**src/rtl/diagonal_state_space_scan_defines.svh**
```systemverilog
// assertion macros used by diagonal_state_space_scan.sv
`ifndef DIAGONAL_STATE_SPACE_SCAN_DEFINES_SVH
`define DIAGONAL_STATE_SPACE_SCAN_DEFINES_SVH

// expr must never be true outside reset
`define DSS_ASSERT_NEVER(lbl, clk, rst, expr, msg) \
   lbl: assert property (@(posedge clk) disable iff (rst) !(expr)) else $error(msg);

// ante implies cons in the same cycle
`define DSS_ASSERT_IMPLY(lbl, clk, rst, ante, cons, msg) \
   lbl: assert property (@(posedge clk) disable iff (rst) (ante) |-> (cons)) else $error(msg);

`endif

```
**src/rtl/dss_ram.sv**
```systemverilog
module dss_ram #(
   parameter int unsigned WIDTH = 32,
   parameter int unsigned DEPTH = 64
) (
   input  logic                                      clock,
   input  logic                                      wr_en,
   input  logic [(DEPTH > 1 ? $clog2(DEPTH) : 1)-1:0] wr_addr,
   input  logic [WIDTH-1:0]                          wr_data,
   input  logic [(DEPTH > 1 ? $clog2(DEPTH) : 1)-1:0] rd_addr,
   output logic [WIDTH-1:0]                          rd_data
);

   logic [WIDTH-1:0] mem_ff [DEPTH];
   logic [WIDTH-1:0] rd_data_ff;

   always_ff @(posedge clock) begin
      if (wr_en) begin
         mem_ff[wr_addr] <= wr_data;
      end
      rd_data_ff <= mem_ff[rd_addr];
   end

   assign rd_data = rd_data_ff;

endmodule

```
**config.mk**
```make
export PLATFORM = sky130hd
export DESIGN_NAME = dss_ram
export DESIGN_NICKNAME = d
export VERILOG_FILES = /design/src/rtl/diagonal_state_space_scan_defines.svh /design/src/rtl/dss_ram.sv
export SDC_FILE = /design/constraint.sdc
export NUM_CORES = 2
export LEC_CHECK = 0
export ABC_AREA = 1
export CAP_MARGIN = 20
export CORE_MARGIN = 8
export CORE_UTILIZATION = 50
export CTS_CLUSTER_DIAMETER = 80
export CTS_CLUSTER_SIZE = 8
export DETAILED_ROUTE_END_ITERATION = 10
export DONT_BUFFER_PORTS = 1
export SYNTH_ARGS = -nofsm -noshare
export SYNTH_HDL_FRONTEND = slang
export SYNTH_SLANG_ARGS = --single-unit
```
**constraint.sdc**
```tcl
create_clock -name clock -period 9.6 [get_ports clock]
set_input_delay 1.44 -clock clock [delete_from_list [all_inputs] [get_ports clock]]
set_output_delay 1.44 -clock clock [all_outputs]
set_load 0.05 [all_outputs]
```
Word-level counts from Yosys, hierarchy flattened
Memories as Yosys holds them, arrays and structs flattened. A register that Yosys moved wholly into a read port is not among the register bits.
Index checks and enable logic that the tools add are counted.
{"block": "word_totals", "ram_bits": 2048, "out_inout_bits": 32, "in_bits": 46, "ff_bits": 0, "n_memories": 1}
{"block": "op_classes", "n_mux": 2}
{"memory": "mem_ff", "words": 64, "width": 32, "read_ports": 1, "rd_ports_with_merged_regs": 1, "write_ports": 1, "line": "dss_ram.sv:13", "rtl": "logic [WIDTH-1:0] mem_ff [DEPTH];"}
{"op": "two-way mux 1 bit", "count": 2}

Logic depth before layout (Yosys ltp)
{"block": "logic_depth", "depth_word": 2, "depth_mapped": 13, "depth_no_buf": 9}

Worst setup path after synthesis
No wires, ideal clock.
{"block": "synth_path", "path_type": "input-to-reg", "from": "input wr_en", "to": "memory mem_ff[48][0] (enable)", "arrival_time_ns": 5.068, "setup_slack_ns": 4.030, "setup_time_ns": 0.502, "t_required_ns": 9.098, "n_path_buf": 1, "stages": 3, "path_cell_list": "clkbuf_1 > nand4_1 > nor4_1"}
{"block": "synth_between", "elab_chain_cells": 2}
{"element": "from (decl)", "line": "dss_ram.sv:6", "rtl": "input logic wr_en,"}
{"element": "two-way mux 1 bit", "line": "dss_ram.sv:17", "rtl": "if (wr_en) begin"}
{"element": "two-way mux 1 bit (not written as such)", "line": "dss_ram.sv:18", "rtl": "mem_ff[wr_addr] <= wr_data;"}
{"element": "to (decl)", "line": "dss_ram.sv:13"}
Every way passes these cells.

==> metrics.txt <==
share of layout cells above drive strength 1=under 10%; vias=around 53000; initial antenna violation count=13; final hold slack=0.630 ns; Crit Path Max Fanout=around 240; CTS sink count=2080; Total Routing Usage GR=approximately 27%; number of synthesized flops with an enable pin=2048; synth unique cells=16; Post-synth ARST share=0%; reg2reg setup slack=7.68 ns; Mapped Area=82700 sq um; htree depth=5; global routing usage on met2=between 40% and 50%; Avg Cell Area, Syn=approximately 12 sq um; final worst-path setup slack=3.53 ns; crit path DAT=approximately 7 ns; Seq/Total Area, Yosys=about three quarters; pwr/cell area=roughly 220 nW/um^2; ranking of synthesized cells by area=edfxtp_1 74%, nand3_1 12%, nand2_1 10%; sum of negative setup slack=0 ns; CTS buffer count=between 300 and 400; post-synth top area share=between 70% and 80%; Initial Util=~50%; Min-Delay Endpoint=mem_ff[23][29]$_DFFE_PP_; io pins=78; HP Class=in -> reg; clk_lat worst skew=approximately 0.91 ns; via/cell ratio=between 5 and 6; unrepaired setup endpoints after global routing=false; CP Launch Type=primary input; largest net degree at the start of global routing=roughly 1000; pre-CTS setup slack=roughly 4.8 ns; Worst path max stage delay=about 0.69 ns; core footprint=around 160000 sq um; 1st-pass router iterations=6; Slew Limit Fails=about 360; vias in the first global route=between 50000 and 60000; Final Cycle Share=between 60% and 70%; root buf cell=clkbuf_16; DRC=0; R2R Path Start=mem_ff[27][18]$_DFFE_PP_; starting DRC count in detailed routing=a little under 7000; Worst Clk Skew=0.0535 ns; status=complete, but fails checks; Filler cells=13300; Worst Setup Path Type=in -> reg; IO Port Bufs=0; first-pass GRT wire length=around 350 mm; Slowest-stage cell, CP=buf_16; Area growth syn-to-layout=12.4%; layer with the highest usage=met2; failing checks=max-slew violations; met1 Use GR=around 36%; Setup-failing EPs final=0; die area=about 180000 sq um; Final Hold Fails=0; YS warnings=0; Die H=around 420 um; Synth area leader=edfxtp_1; CTS tree=built; cts repair resizes=0; Die Width=423 um; routed wire length=approximately 250 mm; hold_buf cts=0; Max-cap violations=0; most instantiated cells after synthesis=2248 x nand2_1, 2048 x edfxtp_1, 1907 x nand3_1; Post-Synthesis Cells=a little under 7000; Post-Syn Nets=6815; LEAKAGE=between 30 and 40 nW; Post-CTS Setup Inserts=0; r2r endpoint=rd_data[18]$_DFF_P_; min cycle time layout=between 6 and 7 ns; post-detail-place hpwl=about 110 mm; drt wl/cell=~27 um; CTS max path bufs=4; Worst Reg-to-Reg Cells=8; Worst-Margin Slew=between 1.5 and 2 ns; Worst slew margin=-12.7%; RePlAce Congestion=between 0.7 and 0.8; Hold Path Origin=wr_data[29]; Peak VDD IR=0.000187 V; Highest Clock Rate=around 160 MHz; sequence of cells on the critical path=buf_16, buf_16, buf_16, inv_16, buf_12, nand2_1, nand3_1, nand3_1, nand2_1, nand2_1, nand3_1, nand3_1, nand2_1; FF+latch area=a little over 60000 sq um; Layout Nets=between 6000 and 7000; Top FF cell, synth=edfxtp_1; M3 GR Usage=~4.7%; multi-input logic area=approximately 19000 sq um; hold path depth=0; antenna viol nets, final=0; crit end category=register; GRT overflow=0; Worst Path Required=roughly 10 ns; Clk pin slew, worst setup/hold paths=approximately 0.05 ns; Row Count=149; most common cell in the netlist=nand2_1; Yosys reg bits=roughly 2100
[metrics by stage]
stage	total power [mW]	util [%]	instance area (sq um)	std cells
after floorplan	10.9	-	82700	6769
after global placement	11.1	51.3	84500	8596
after detailed placement	11.1	51.3	84500	8596
after CTS	20.6	56.4	92800	9016
after global routing	21.1	56.5	93000	9020
final	20.6	56.5	93000	9023
[sequential cells by signal, indices dropped and copies added, names as in the netlist]
register  cells
mem_ff     2048
rd_data      32
[metal layers]
metal / wire (um) / vias to the layer above
met5: 0 / -
met4: 13000 / 0
met3: 21200 / 479
met2: 115000 / 2615
met1: 98300 / 26400
li1: - / 24000
[worst max-delay path by stage]
stage	to	start	slack [ns]
after global placement	rd_data[25]$_DFF_P_	rd_addr[0]	4.64
after global routing	rd_data[25]$_DFF_P_	rd_addr[0]	3.73
after CTS	rd_data[25]$_DFF_P_	rd_addr[0]	5.69
final	rd_data[18]$_DFF_P_	rd_addr[0]	3.53
after floorplan	mem_ff[48][0]$_DFFE_PP_	wr_en	4.03
after detailed placement	rd_data[25]$_DFF_P_	rd_addr[0]	4.85
[logic make-up after synthesis]
kind of cell | after synthesis | share of synthesized area (%)
AND/OR/NAND/NOR | 4228 | 22.1
flip-flops | 2080 | 75.1
buffers and inverters | 461 | 2.78
[power breakdown]
group / switching (mW) / total [mW] / internal, mW
registers: 0.125 / 10.2 / 10.1
clock network: 3.63 / 9.54 / 5.92
logic: 0.592 / 0.827 / 0.235
total: 4.34 / 20.6 / 16.2
[layout by cell type (no fill, tap or decap)]
cell,count
nand4_1,9
inv_16,1
clkinv_2,1
nor2_4,56
inv_6,2
clkinv_1,2
nor4_2,8
clkbuf_1,97
diode_2,3
nand2_1,2248
nand3_1,1907
inv_1,6
buf_16,4
buf_12,8
inv_2,2
dfxtp_1,32
clkbuf_16,318
edfxtp_1,2048
clkinv_8,1
inv_8,2
buf_4,79
[critical path: cells and delay by family]
kind	cells	cell delay, ns
buffers and inverters	5	2.64
AND/OR/NAND/NOR	8	1.53
[final cells by class]
cell class              count  area share [%]
flip-flops and latches   2080            66.8
multi-input cells        4228            20.2
clock buffers             415            8.95
well taps                2189            2.95
repair buffers             91           0.929
inverters                  12          0.0875
clock inverters             5          0.0404
diodes                      3         0.00808
No activity file was read; power rests on OpenSTA's default activity.
